--- src/design/tsb_pkg.sv ---
// ----------------------------------------------------------------------------
// tsb_pkg
// Shared types and constants for the touch slider baseline/centroid unit.
// ----------------------------------------------------------------------------
`default_nettype none

package tsb_pkg;

  localparam int MAX_PADS_DEF = 8;
  localparam int RAW_BITS_DEF = 22;

  localparam int CFG_IDX_W  = 2;
  localparam int CFG_DATA_W = 22;
  localparam int APC_W      = 4;
  localparam int MINPK_W    = 22;
  localparam int STEP_W     = 16;
  localparam int CENTER_W   = 12;
  localparam int INTEN_W    = 24;
  localparam int Q_W        = 9;

  localparam logic [APC_W-1:0]   APC_RST   = 4'd5;
  localparam logic [MINPK_W-1:0] MINPK_RST = 22'd1200;
  localparam logic [STEP_W-1:0]  RISE_RST  = 16'd1;
  localparam logic [STEP_W-1:0]  FALL_RST  = 16'd8192;

  typedef enum logic [CFG_IDX_W-1:0] {
    REG_ACTIVE_PADS = 2'd0,
    REG_MIN_PEAK    = 2'd1,
    REG_RISE_STEP   = 2'd2,
    REG_FALL_STEP   = 2'd3
  } cfg_reg_t;

  typedef enum logic [2:0] {
    S_IDLE,
    S_SWEEP,
    S_PREP,
    S_DIV,
    S_FIN
  } state_t;

  typedef struct packed {
    logic start;
    logic done;
  } div_ctl_t;

endpackage

`default_nettype wire

--- src/design/tsb_ram.sv ---
// ----------------------------------------------------------------------------
// tsb_ram
// Simple dual-port RAM, one write and one registered read per cycle.
// ----------------------------------------------------------------------------
`default_nettype none

module tsb_ram #(
  parameter int WIDTH = 22,
  parameter int DEPTH = 8
) (
  input  wire logic                         clk,
  input  wire logic                         we,
  input  wire logic [$clog2(DEPTH)-1:0]     waddr,
  input  wire logic [WIDTH-1:0]             wdata,
  input  wire logic [$clog2(DEPTH)-1:0]     raddr,
  output logic      [WIDTH-1:0]             rdata
);

  logic [WIDTH-1:0] mem [DEPTH];

  always_ff @(posedge clk) begin
    if (we) begin
      mem[waddr] <= wdata;
    end
    rdata <= mem[raddr];
  end

endmodule

`default_nettype wire

--- src/design/tsb_div.sv ---
// ----------------------------------------------------------------------------
// tsb_div
// Restoring divider for the interpolation fraction: q = num*256/den, num<=den.
// One quotient bit per cycle; a zero divisor yields zero.
// ----------------------------------------------------------------------------
`default_nettype none

module tsb_div #(
  parameter int DW = 26
) (
  input  wire logic                   clk,
  input  wire logic                   rst_n,
  input  wire tsb_pkg::div_ctl_t      ctl_i,
  output tsb_pkg::div_ctl_t           ctl_o,
  input  wire logic [DW-1:0]          num,
  input  wire logic [DW-1:0]          den,
  output logic      [tsb_pkg::Q_W-1:0] quot
);

  import tsb_pkg::*;

  logic [DW:0]    rem_r, rem_nxt;
  logic [DW-1:0]  den_r;
  logic [Q_W-1:0] q_r, q_nxt;
  logic [3:0]     cnt_r, cnt_nxt;
  logic           zero_r;
  logic           done_r, done_nxt;
  logic           ge;
  logic [DW:0]    diff;

  assign ge   = rem_r >= {1'b0, den_r};
  assign diff = ge ? (rem_r - {1'b0, den_r}) : rem_r;

  always_comb begin
    rem_nxt  = rem_r;
    q_nxt    = q_r;
    cnt_nxt  = cnt_r;
    done_nxt = 1'b0;
    if (ctl_i.start) begin
      rem_nxt = {1'b0, num};
      q_nxt   = '0;
      cnt_nxt = 4'(Q_W);
    end else if (cnt_r != 4'd0) begin
      rem_nxt  = {diff[DW-1:0], 1'b0};
      q_nxt    = {q_r[Q_W-2:0], ge};
      cnt_nxt  = cnt_r - 4'd1;
      done_nxt = (cnt_r == 4'd1);
    end
  end

  always_ff @(posedge clk) begin
    if (!rst_n) begin
      cnt_r  <= 4'd0;
      done_r <= 1'b0;
    end else begin
      cnt_r  <= cnt_nxt;
      done_r <= done_nxt;
    end
    rem_r <= rem_nxt;
    q_r   <= q_nxt;
    if (ctl_i.start) begin
      den_r  <= den;
      zero_r <= (den == '0);
    end
  end

  assign quot        = zero_r ? '0 : q_r;
  assign ctl_o.done  = done_r;
  assign ctl_o.start = 1'b0;

endmodule

`default_nettype wire

--- src/design/touch_slider_baseline_centroid_unit.sv ---
// ----------------------------------------------------------------------------
// touch_slider_baseline_centroid_unit
// Per-pad baseline tracking and peak/centroid interpolation for a touch slider.
//
// in_*  : one raw pad sample per transfer, pads in scan order. in_tdata holds
//         raw_value, in_tuser holds read_error.
// out_* : one result per scan, sent after the last pad of the scan.
// cfg_* : register writes (pad count, min peak, rise and fall steps); writing
//         the pad count restarts the scan and re-seeds the baselines.
// Samples are taken one per cycle in the idle state, but the last pad of a scan
// waits while a result is still held. After the last pad of a valid scan the
// baseline RAM is swept once, then come a setup step, the divider (nine
// quotient bits plus the done step) and a result step; during all of these no
// sample is taken. An invalid scan skips the sweep, setup and divider steps.
// The sweep reads and writes back one baseline RAM entry per cycle.
// Reset restores register defaults and starts a fresh, unseeded scan.
// A result waits in the output register while the receiver stalls; samples
// keep flowing until the last pad of the next scan, which then waits.
// ----------------------------------------------------------------------------
`default_nettype none

module touch_slider_baseline_centroid_unit #(
  parameter int MAX_PADS = tsb_pkg::MAX_PADS_DEF,
  parameter int RAW_BITS = tsb_pkg::RAW_BITS_DEF
) (
  input  wire logic                              clk,
  input  wire logic                              rst_n,
  // raw_value (RAW_BITS), zero fill
  input  wire logic [((RAW_BITS+7)/8)*8-1:0]     in_tdata,
  // read_error
  input  wire logic                              in_tuser,
  input  wire logic                              in_tvalid,
  output logic                                   in_tready,
  // scan_valid, touched, center_position[11:0], intensity[23:0], zero fill
  output logic [39:0]                            out_tdata,
  output logic                                   out_tvalid,
  input  wire logic                              out_tready,
  input  wire logic                              cfg_we,
  input  wire logic [tsb_pkg::CFG_IDX_W-1:0]     cfg_index,
  input  wire logic [tsb_pkg::CFG_DATA_W-1:0]    cfg_wdata
);

  import tsb_pkg::*;

  localparam int IW  = $clog2(MAX_PADS);
  localparam int PCW = $clog2(MAX_PADS + 1);
  localparam int NW  = (PCW > APC_W) ? PCW : APC_W;
  localparam int BLW = RAW_BITS + 10;
  localparam int DLW = RAW_BITS + 2;
  localparam int DW  = RAW_BITS + 4;
  localparam int SW  = (DW > INTEN_W) ? DW : INTEN_W + 1;
  localparam int MW  = (RAW_BITS + 1 > MINPK_W) ? RAW_BITS + 1 : MINPK_W;

  // configuration
  logic [APC_W-1:0]   apc_r;
  logic [MINPK_W-1:0] minpk_r;
  logic [STEP_W-1:0]  rise_r, fall_r;

  state_t state_r, state_nxt;

  logic [IW-1:0]  pad_idx_r, eff_idx;
  logic           scan_bad_r, seeded_r, res_ok_r;
  logic [PCW-1:0] n_pads;
  logic [NW-1:0]  apc_ext;
  logic           last_pad, in_acc, smp_bad;
  logic [RAW_BITS-1:0] raw;

  // sweep
  logic [PCW-1:0] rd_cnt_r;
  logic           rd_issue;
  logic           p_vld_r;
  logic [IW-1:0]  p_idx_r;
  logic           sweep_end;
  logic [RAW_BITS-1:0] smp_q;
  logic [BLW-1:0] bl_q, bl_old, bl_new;
  logic signed [DLW-1:0] norm, delta, val_s;

  // peak tracking
  logic signed [DLW-1:0] peak_r, left_r, right_r, prev_r;
  logic [IW-1:0]  bin_r;
  logic           found_r;

  // interpolation
  logic           dir_r, touch_r;
  logic signed [DLW:0]   num_c;
  logic signed [DLW+1:0] den_c;
  logic [SW-1:0]  sum_c;
  logic [INTEN_W-1:0] inten_r;
  logic [Q_W-1:0] quot;
  div_ctl_t       div_in, div_out;
  logic [CENTER_W-1:0] ctr_base, ctr_c;

  // output register
  logic           out_load;
  logic           out_touch_r;
  logic [CENTER_W-1:0] out_ctr_r;
  logic [INTEN_W-1:0]  out_inten_r;
  logic           out_ok_r;

  assign raw     = in_tdata[RAW_BITS-1:0];
  assign smp_bad = in_tuser || (raw == '0);

  always_comb begin
    apc_ext = NW'(apc_r);
    if (apc_ext == '0) begin
      n_pads = PCW'(1);
    end else if (apc_ext > NW'(MAX_PADS)) begin
      n_pads = PCW'(MAX_PADS);
    end else begin
      n_pads = PCW'(apc_ext);
    end
  end

  assign eff_idx  = (PCW'(pad_idx_r) >= n_pads) ? '0 : pad_idx_r;
  assign last_pad = (PCW'(eff_idx) + PCW'(1)) == n_pads;
  assign in_acc   = in_tvalid && in_tready;

  // ---------------- memories ----------------
  tsb_ram #(.WIDTH(RAW_BITS), .DEPTH(MAX_PADS)) u_smp (
    .clk   (clk),
    .we    (in_acc),
    .waddr (eff_idx),
    .wdata (raw),
    .raddr (rd_cnt_r[IW-1:0]),
    .rdata (smp_q)
  );

  tsb_ram #(.WIDTH(BLW), .DEPTH(MAX_PADS)) u_bl (
    .clk   (clk),
    .we    (p_vld_r),
    .waddr (p_idx_r),
    .wdata (bl_new),
    .raddr (rd_cnt_r[IW-1:0]),
    .rdata (bl_q)
  );

  // baseline update, read-modify-write
  assign bl_old = seeded_r ? bl_q : {2'b00, smp_q, 8'h00};
  assign norm   = $signed(bl_old[BLW-1:8]);
  assign val_s  = $signed({2'b00, smp_q});
  assign delta  = val_s - norm;
  assign bl_new = (norm < val_s) ? (bl_old + BLW'(rise_r)) : (bl_old - BLW'(fall_r));

  assign sweep_end = p_vld_r && ((PCW'(p_idx_r) + PCW'(1)) == n_pads);

  // ---------------- interpolation setup ----------------
  always_comb begin
    if (right_r >= left_r) begin
      num_c = (DLW+1)'(right_r) - (DLW+1)'(left_r);
      den_c = (DLW+2)'(num_c) + (DLW+2)'(peak_r) - (DLW+2)'(left_r);
    end else begin
      num_c = (DLW+1)'(left_r) - (DLW+1)'(right_r);
      den_c = (DLW+2)'(num_c) + (DLW+2)'(peak_r) - (DLW+2)'(right_r);
    end
    sum_c = SW'(peak_r[DLW-2:0]) + SW'(num_c[DLW-1:0]);
  end

  assign div_in.start = (state_r == S_PREP);
  assign div_in.done  = 1'b0;

  tsb_div #(.DW(DW)) u_div (
    .clk   (clk),
    .rst_n (rst_n),
    .ctl_i (div_in),
    .ctl_o (div_out),
    .num   (DW'(num_c[DLW-1:0])),
    .den   (DW'(den_c)),
    .quot  (quot)
  );

  assign ctr_base = CENTER_W'({bin_r, 8'h00});
  assign ctr_c    = dir_r ? (ctr_base + CENTER_W'(quot)) : (ctr_base - CENTER_W'(quot));

  // ---------------- control ----------------
  always_comb begin
    state_nxt = state_r;
    unique case (state_r)
      S_IDLE: begin
        if (in_acc && last_pad) begin
          state_nxt = (scan_bad_r || smp_bad) ? S_FIN : S_SWEEP;
        end
      end
      S_SWEEP: if (sweep_end) state_nxt = S_PREP;
      S_PREP:  state_nxt = S_DIV;
      S_DIV:   if (div_out.done) state_nxt = S_FIN;
      S_FIN:   if (out_load) state_nxt = S_IDLE;
      default: state_nxt = S_IDLE;
    endcase
  end

  always_comb begin
    in_tready = 1'b0;
    rd_issue  = 1'b0;
    out_load  = 1'b0;
    unique case (state_r)
      S_IDLE:  in_tready = !(last_pad && out_tvalid);
      S_SWEEP: rd_issue  = rd_cnt_r < n_pads;
      S_FIN:   out_load  = !out_tvalid || out_tready;
      default: ;
    endcase
  end

  always_ff @(posedge clk) begin
    if (!rst_n) begin
      state_r    <= S_IDLE;
      apc_r      <= APC_RST;
      minpk_r    <= MINPK_RST;
      rise_r     <= RISE_RST;
      fall_r     <= FALL_RST;
      pad_idx_r  <= '0;
      scan_bad_r <= 1'b0;
      seeded_r   <= 1'b0;
      p_vld_r    <= 1'b0;
      out_tvalid <= 1'b0;
    end else begin
      state_r <= state_nxt;
      if (cfg_we) begin
        unique case (cfg_reg_t'(cfg_index))
          REG_ACTIVE_PADS: begin
            apc_r      <= cfg_wdata[APC_W-1:0];
            seeded_r   <= 1'b0;
            pad_idx_r  <= '0;
            scan_bad_r <= 1'b0;
          end
          REG_MIN_PEAK:  minpk_r <= cfg_wdata[MINPK_W-1:0];
          REG_RISE_STEP: rise_r  <= cfg_wdata[STEP_W-1:0];
          REG_FALL_STEP: fall_r  <= cfg_wdata[STEP_W-1:0];
          default: ;
        endcase
      end
      if (in_acc) begin
        if (last_pad) begin
          pad_idx_r  <= '0;
          scan_bad_r <= 1'b0;
        end else begin
          pad_idx_r  <= eff_idx + IW'(1);
          scan_bad_r <= scan_bad_r || smp_bad;
        end
      end
      p_vld_r <= rd_issue;
      if (sweep_end) begin
        seeded_r <= 1'b1;
      end
      if (out_load) begin
        out_tvalid <= 1'b1;
      end else if (out_tready) begin
        out_tvalid <= 1'b0;
      end
    end
  end

  // datapath registers
  always_ff @(posedge clk) begin
    if (in_acc && last_pad) begin
      res_ok_r <= !(scan_bad_r || smp_bad);
      rd_cnt_r <= '0;
      peak_r   <= '1;
      found_r  <= 1'b0;
      prev_r   <= '0;
      left_r   <= '0;
      right_r  <= '0;
      bin_r    <= '0;
    end
    if (rd_issue) begin
      rd_cnt_r <= rd_cnt_r + PCW'(1);
    end
    p_idx_r <= rd_cnt_r[IW-1:0];
    if (p_vld_r) begin
      prev_r <= delta;
      if (delta > peak_r) begin
        peak_r  <= delta;
        bin_r   <= p_idx_r;
        left_r  <= (p_idx_r == '0) ? '0 : prev_r;
        right_r <= '0;
        found_r <= 1'b1;
      end else if (found_r && (PCW'(p_idx_r) == PCW'(bin_r) + PCW'(1))) begin
        right_r <= delta;
      end
    end
    if (state_r == S_PREP) begin
      dir_r   <= right_r >= left_r;
      touch_r <= found_r && (MW'(peak_r[DLW-2:0]) >= MW'(minpk_r));
      inten_r <= (sum_c[SW-1:INTEN_W] != '0) ? '1 : sum_c[INTEN_W-1:0];
    end
    if (out_load) begin
      out_ok_r    <= res_ok_r;
      out_touch_r <= res_ok_r && touch_r;
      out_ctr_r   <= (res_ok_r && touch_r) ? ctr_c : '0;
      out_inten_r <= (res_ok_r && touch_r) ? inten_r : '0;
    end
  end

  assign out_tdata = {2'b00, out_inten_r, out_ctr_r, out_touch_r, out_ok_r};

endmodule

`default_nettype wire
--- config.mk ---
export PLATFORM = sky130hd
export DESIGN_NAME = touch_slider_baseline_centroid_unit
export DESIGN_NICKNAME = d
export VERILOG_FILES = /design/src/design/tsb_pkg.sv /design/src/design/tsb_ram.sv /design/src/design/tsb_div.sv /design/src/design/touch_slider_baseline_centroid_unit.sv
export SDC_FILE = /design/constraint.sdc
export NUM_CORES = 2
export LEC_CHECK = 0
export BUFFER_PORTS_ARGS = -buffer_cell sky130_fd_sc_hd__buf_2
export CAP_MARGIN = 20
export CORE_ASPECT_RATIO = 0.6
export CORE_UTILIZATION = 60
export CTS_BUF_LIST = sky130_fd_sc_hd__clkbuf_8
export CTS_CLUSTER_SIZE = 40
export DETAILED_ROUTE_END_ITERATION = 10
export PLACE_DENSITY = 0.73
export SETUP_SLACK_MARGIN = 0.15
export SLEW_MARGIN = 20
export SYNTH_ARGS = -nofsm -noshare
export SYNTH_HDL_FRONTEND = slang
export SYNTH_SLANG_ARGS = --single-unit
export TNS_END_PERCENT = 20
--- constraint.sdc ---
create_clock -name clk -period 8.3 [get_ports clk]
set_input_delay 1.245 -clock clk [delete_from_list [all_inputs] [get_ports clk]]
set_output_delay 1.245 -clock clk [all_outputs]
set_load 0.01 [all_outputs]
# Word-level counts from Yosys, hierarchy flattened

Memories as Yosys holds them, arrays and structs flattened. A register that Yosys moved wholly into a read port is not among the register bits.
Cells that the tools add are included.

Output and inout port bits: 42
Memories kept: 2
Bits in registers: 308
Memory bits (writable): 432

Memories:

| memory    | words | width | rd ports | clocked after Yosys merged registers in | write ports | RTL line      | RTL |
|---|---|---|---|---|---|---|---|
| u_bl.mem  | 8     | 32    | 1        | 1                                       | 1           | tsb_ram.sv:19 | `logic [WIDTH-1:0] mem [DEPTH];` |
| u_smp.mem | 8     | 22    | 1        | 1                                       | 1           | tsb_ram.sv:19 |  |

Bitwise logic cells: 2
Reduce and logical (&&, ||, !) cells: 38
$lt $le $gt $ge: 8
$add $sub $neg: 19
Muxes and demuxes: 59
Equal/unequal tests: 15

Operators by type and width:

| operator                                         | count |
|---|---|
| 24-bit 2-to-1 mux                                | 16 |
| 32-bit 2-to-1 mux                                | 2 |
| 25-bit by 24-bit adder with 26-bit output        | 2 |
| 26-bit 2-to-1 mux                                | 2 |
| 26-bit by 24-bit subtractor with 26-bit output   | 2 |
| 24-bit by 24-bit subtractor with 25-bit output   | 2 |
| 3-bit 2-to-1 mux                                 | 13 |
| 32-bit by 16-bit adder with 32-bit output        | 1 |
| 32-bit by 16-bit subtractor with 32-bit output   | 1 |
| 27-bit by 26-bit >= comparator with 1-bit output | 1 |
| 26-bit zero test                                 | 1 |
| 26-bit subtractor                                | 1 |
| 23-bit by 24-bit adder with 25-bit output        | 1 |
| 24-bit >= comparator                             | 1 |
| 24-bit greater-than comparator                   | 1 |
| 24-bit by 23-bit < comparator with 1-bit output  | 1 |
| 4-bit 2-to-1 mux                                 | 6 |
| 23-bit by 24-bit subtractor with 24-bit output   | 1 |
| 23-bit by 22-bit >= comparator with 1-bit output | 1 |
| 22-bit zero test                                 | 1 |
| 2-bit nonzero test                               | 9 |
| 1-bit 2-to-1 mux                                 | 17 |
| 3-bit one-hot mux with 5 select lines            | 1 |
| 11-bit by 9-bit adder with 12-bit output         | 1 |
| 32 further kinds                                 | 56 |

# Longest topological paths before layout

Depth in word-level cells: 16
Gate-level depth with buffers: 33
Gate-level depth less buffers: 30

# Cells and area by module

A second synthesis with hierarchy kept.

Cell total of the unflattened synthesis: 3615
Area total of the unflattened synthesis: 43085.1 sq um

Modules (own cells, without submodules):

| module                              | area an instance (sq um) | times used | cells each |
|---|---|---|---|
| touch_slider_baseline_centroid_unit | 21142.8                  | 1          | 2478 |
| tsb_ram (u_bl)                      | 10466.3                  | 1          | 415 |
| tsb_ram (u_smp)                     | 7249.5                   | 1          | 289 |
| tsb_div                             | 4226.6                   | 1          | 433 |

# Worst setup path before layout

OpenSTA, ideal clock, no wires.

Path kind: reg-to-reg
Start point: register seeded_r
End point: memory u_bl.mem[0][31] in the netlist's numbering (data pin)
Setup time: 0.223 ns
Required time: 8.077 ns
Data arrival time: 6.232 ns
Path slack: 1.845 ns
Stages on the path, launching flop included: 29
Cells stage by stage: dfxtp_1 -> clkbuf_1 -> buf_1 -> mux2i_1 -> fa_1 -> a21o_1 -> a21oi_1 -> o21bai_1 -> a21oi_1 -> o21bai_1 -> a21o_1 -> a211oi_1 -> o21ai_1 -> nand2_1 -> a21o_1 -> buf_4 -> mux2i_1 -> ha_1 -> nor2b_1 -> o21a_1 -> o21ai_0 -> a21oi_1 -> a21oi_1 -> o21ai_1 -> a211oi_1 -> o21ai_1 -> a21o_1 -> a21oi_1 -> xor2_1

Cells in the longest elaborated chain, start to end: 3

RTL lines:

| what                                                                         | RTL line                                   | RTL |
|---|---|---|
| start, declared                                                              | touch_slider_baseline_centroid_unit.sv:62  | `logic scan_bad_r, seeded_r, res_ok_r;` |
| start signal, assigned                                                       | touch_slider_baseline_centroid_unit.sv:212 | `seeded_r <= 1'b0;` |
| start signal, assigned                                                       | touch_slider_baseline_centroid_unit.sv:221 | `seeded_r <= 1'b0;` |
| start signal, assigned                                                       | touch_slider_baseline_centroid_unit.sv:242 | `seeded_r <= 1'b1;` |
| 32-bit 2-to-1 mux (*)                                                        | touch_slider_baseline_centroid_unit.sv:138 | `assign bl_old = seeded_r ? bl_q : {2'b00, smp_q, 8'h00};` |
| 32-bit by 16-bit subtractor with 32-bit output, or another cell as far along | touch_slider_baseline_centroid_unit.sv:142 | `assign bl_new = (norm < val_s) ? (bl_old + BLW'(rise_r)) : (bl_old - BLW'(fall_r));` |
| 32-bit 2-to-1 mux (*)                                                        | touch_slider_baseline_centroid_unit.sv:142 |  |
| via bl_new[31]                                                               | touch_slider_baseline_centroid_unit.sv:75  | `logic [BLW-1:0] bl_q, bl_old, bl_new;` |
| end, declared                                                                | tsb_ram.sv:19                              |  |

The timed path passes the listed nets; every way through them passes the cells marked *.

# Worst setup path after layout

Ends and elaborated chain as after synthesis.

==> metrics.txt <==
status complete, no violations; max-capacitance violation count 0; Clk Latency, worst-skew pair just under 0.8 ns; vias in the first global route 28407; hold buffers post-CTS 0; final worst-path cycle share approximately 90%; CTS H-tree depth 3; post-DR vias/cell 6.06; RSZ-0062 raised after global routing false; Worst-path clk slew approximately 0.070 ns; Slew @ Worst Pin between 1 and 1.5 ns; routed vias 30131; post-synthesis mux area share 8.79%; WHS Path Cells 2; synth warn 0; Iteration-0 DRC Markers between 3000 and 4000; CTS buffer count 111; area leader, netlist edfxtp_1; Fmax about 130 MHz; Initial Utilization ~61%; RR Startpoint seeded_r; DR pass1 iterations 6; Critical Path Start seeded_r; CP Capture Type flip-flop; GRT Overall Usage between 30 and 40%; Avg Inst Size Synth roughly 11 µm²; routability congestion estimate between 1 and 1.5; Nets about 4300; Max-slew headroom approximately a quarter; Die H between 200 and 250 µm; Post-Syn Area 0.0433 mm²; Worst Hold Class reg2reg; hold worst-path end left_r[5]; die area 0.0733 mm²; commonest cells in the netlist 576 x edfxtp_1, 354 x nand2_1, 291 x a21oi_1, 291 x inv_1, 266 x ha_1; Detail Route Antenna Nets 0; Die Wd roughly 350 µm; CTS tree done; critical path class reg2reg; R2R depth 29; EDFF count, synth around 580; Final HPWL DP around 80 mm; Final min period roughly 7.4 ns; CP required approximately 9 ns; FP Rows between 70 and 80; Hold Crit Start prev_r[5]; antenna violations before repair 5; share of post-route cells with drive strength above 1 about an eighth; clk sink count between 700 and 800; accumulated negative setup slack 0 ns; Netlist cell types between 90 and 100; largest family of logic cells by synthesized area compound AO/OA/AOI/OAI gates; CTS root buf clkbuf_8; global-route wire length before repair between 150 and 200 mm; sequential area share after synthesis approximately 50%; Ports 96; Seq cells post-synth 794; critical path arrival slightly below 8 ns; final max-slew violation count 0; startpoint type of the worst setup path flip-flop; crit-path max cell delay about 0.51 ns; Adder-Cell Fraction of Synth Area approximately a tenth; Area growth syn-to-layout 8.52%; GRT overflow 0; wire per inst roughly 22 µm; largest cells by area after synthesis edfxtp_1 40%, dfxtp_1 10%, ha_1 7.7%; Yosys top cell area share 39.9%; slowest CP cell a21oi_1; most frequent cell after synthesis edfxtp_1; CP most frequent cell a21oi_1; synthesized instance count 3824; worst clock skew roughly 0.045 ns; CP max FO 21; final setup violation count 0; simple-gate share of the synthesized area between 10% and 20%; Synth async-reset ratio 0%; largest net degree at the start of global routing 63; final hold vios 0; Core Region ~0.071 mm²; count of input and output buffers between 90 and 100; reg-to-reg slack, setup around 0.85 ns; Top FF cell, synth edfxtp_1; Post-route DRC 0; worst reg2reg path endpoint u_bl.mem[0][31]; Routed WL 110 mm; complex-gate fraction of the synthesized area between 10% and 20%; XOR/XNOR share of the synthesized area under 10%; Clock Path Buffers 3
## what timing repair did
item / 4_1_cts / 5_1_grt
setup endpoints to repair: 0 / 9
setup buffers: 0 / 0
resized for setup: 0 / 1
## registers in the layout (all words and copies together), names as in the netlist, 24 cells and up
name,flops
u_bl.rdata,32
u_smp.mem,176
prev_r,24
u_div.den_r,26
u_div.rem_r,27
out_inten_r,24
u_bl.mem,256
inten_r,24
peak_r,24
left_r,24
right_r,24
## layout make-up
| type | instances | area (µm²) |
|---|---|---|
| tap | 962 | 1200 |
| clock inverter | 84 | 518 |
| timing repair buffer | 130 | 761 |
| clock buffer | 128 | 1760 |
| fill | 5341 | 23600 |
| multi-input combinational | 2576 | 20000 |
| sequential | 794 | 21700 |
| antenna | 2 | 5.00 |
| inverter | 295 | 1110 |
## kinds of logic after synthesis
group | after synthesis
fa+ha+maj | 322
flops | 794
xor+xnor | 201
other cells | 1
simple gates | 1000
compound gates | 815
buf+inv | 455
mux | 236
## cells in the final DEF, fill, tap and decap left out, drive strengths merged, types with 18 or more instances in the layout
cell type and instances:
or3 18, and3 48, clkbuf 128, nand2b 32, and2 41, nand3 94
nor3 62, o21ai 165, clkinv 25, buf 130, nor4 19, nand4 32
xnor2 130, inv 349, o211ai 19, nand2 354, nor2 215, edfxtp 576
nor2b 34, o21bai 42, o31ai 26, a211oi 22, mux2i 62, a31oi 27
a21oi 293, ha 266, mux4 108, dfxtp 218, mux2 66, a21o 96
xor2 71, o21a 35, fa 56
## stage by stage
| stage | util [%] | instances | area [µm²] | setup WS, ns | hold slack, ns |
|---|---|---|---|---|---|
| 3_5_place_dp | 63.3 | 4757 | 44700 | 0.843 | 0.448 |
| 6_report | 66.5 | 4971 | 47000 | 0.853 | 0.452 |
| 4_1_cts | 66.5 | 4969 | 47000 | 0.780 | 0.456 |
| 5_1_grt | 66.5 | 4970 | 47000 | 0.377 | 0.475 |
| 3_3_place_gp | 63.3 | 4757 | 44700 | 1.02 | 0.443 |
| 2_1_floorplan | - | 3825 | 43300 | 1.85 | 0.395 |
## routing by layer
layer  vias to the layer above  GRT usage (%)  part of all wire, %  wire length (µm)
li1                      14096              -                    -                 -
met1                     14670           47.9                   48             52500
met2                      1233           39.4                   38             42400
met3                       128           11.1                   12             13600
met4                         4           5.84                  1.5              1640
met5                         -              0                0.025                27
## worst max-delay path, delay by kind of cell, from the launching register on
family	cells	cell delay (ns)
AOI/OAI and AO/OA	19	4.40
adders and majority gates	3	0.90
DFF	1	0.49
xor gates and xnor gates	1	0.43
muxes	1	0.36
and+or+nand+nor	3	0.31
buffers and inverters	2	0.23
## how the worst max path moves through the flow
stage	end	slack, ns	depth (start not counted)
after global routing	u_bl.mem[5][30]	0.38	31
after floorplan	u_bl.mem[0][31]	1.85	28
after CTS	u_bl.mem[0][30]	0.78	31
final	u_bl.mem[0][31]	0.85	29
after detailed placement	u_bl.mem[2][31]	0.84	28
after global placement	u_bl.mem[3][30]	1.02	31
Power is left out: the tool's default activity adds up to more than one toggle a clock period on the data nets, which glitch-free logic cannot reach.
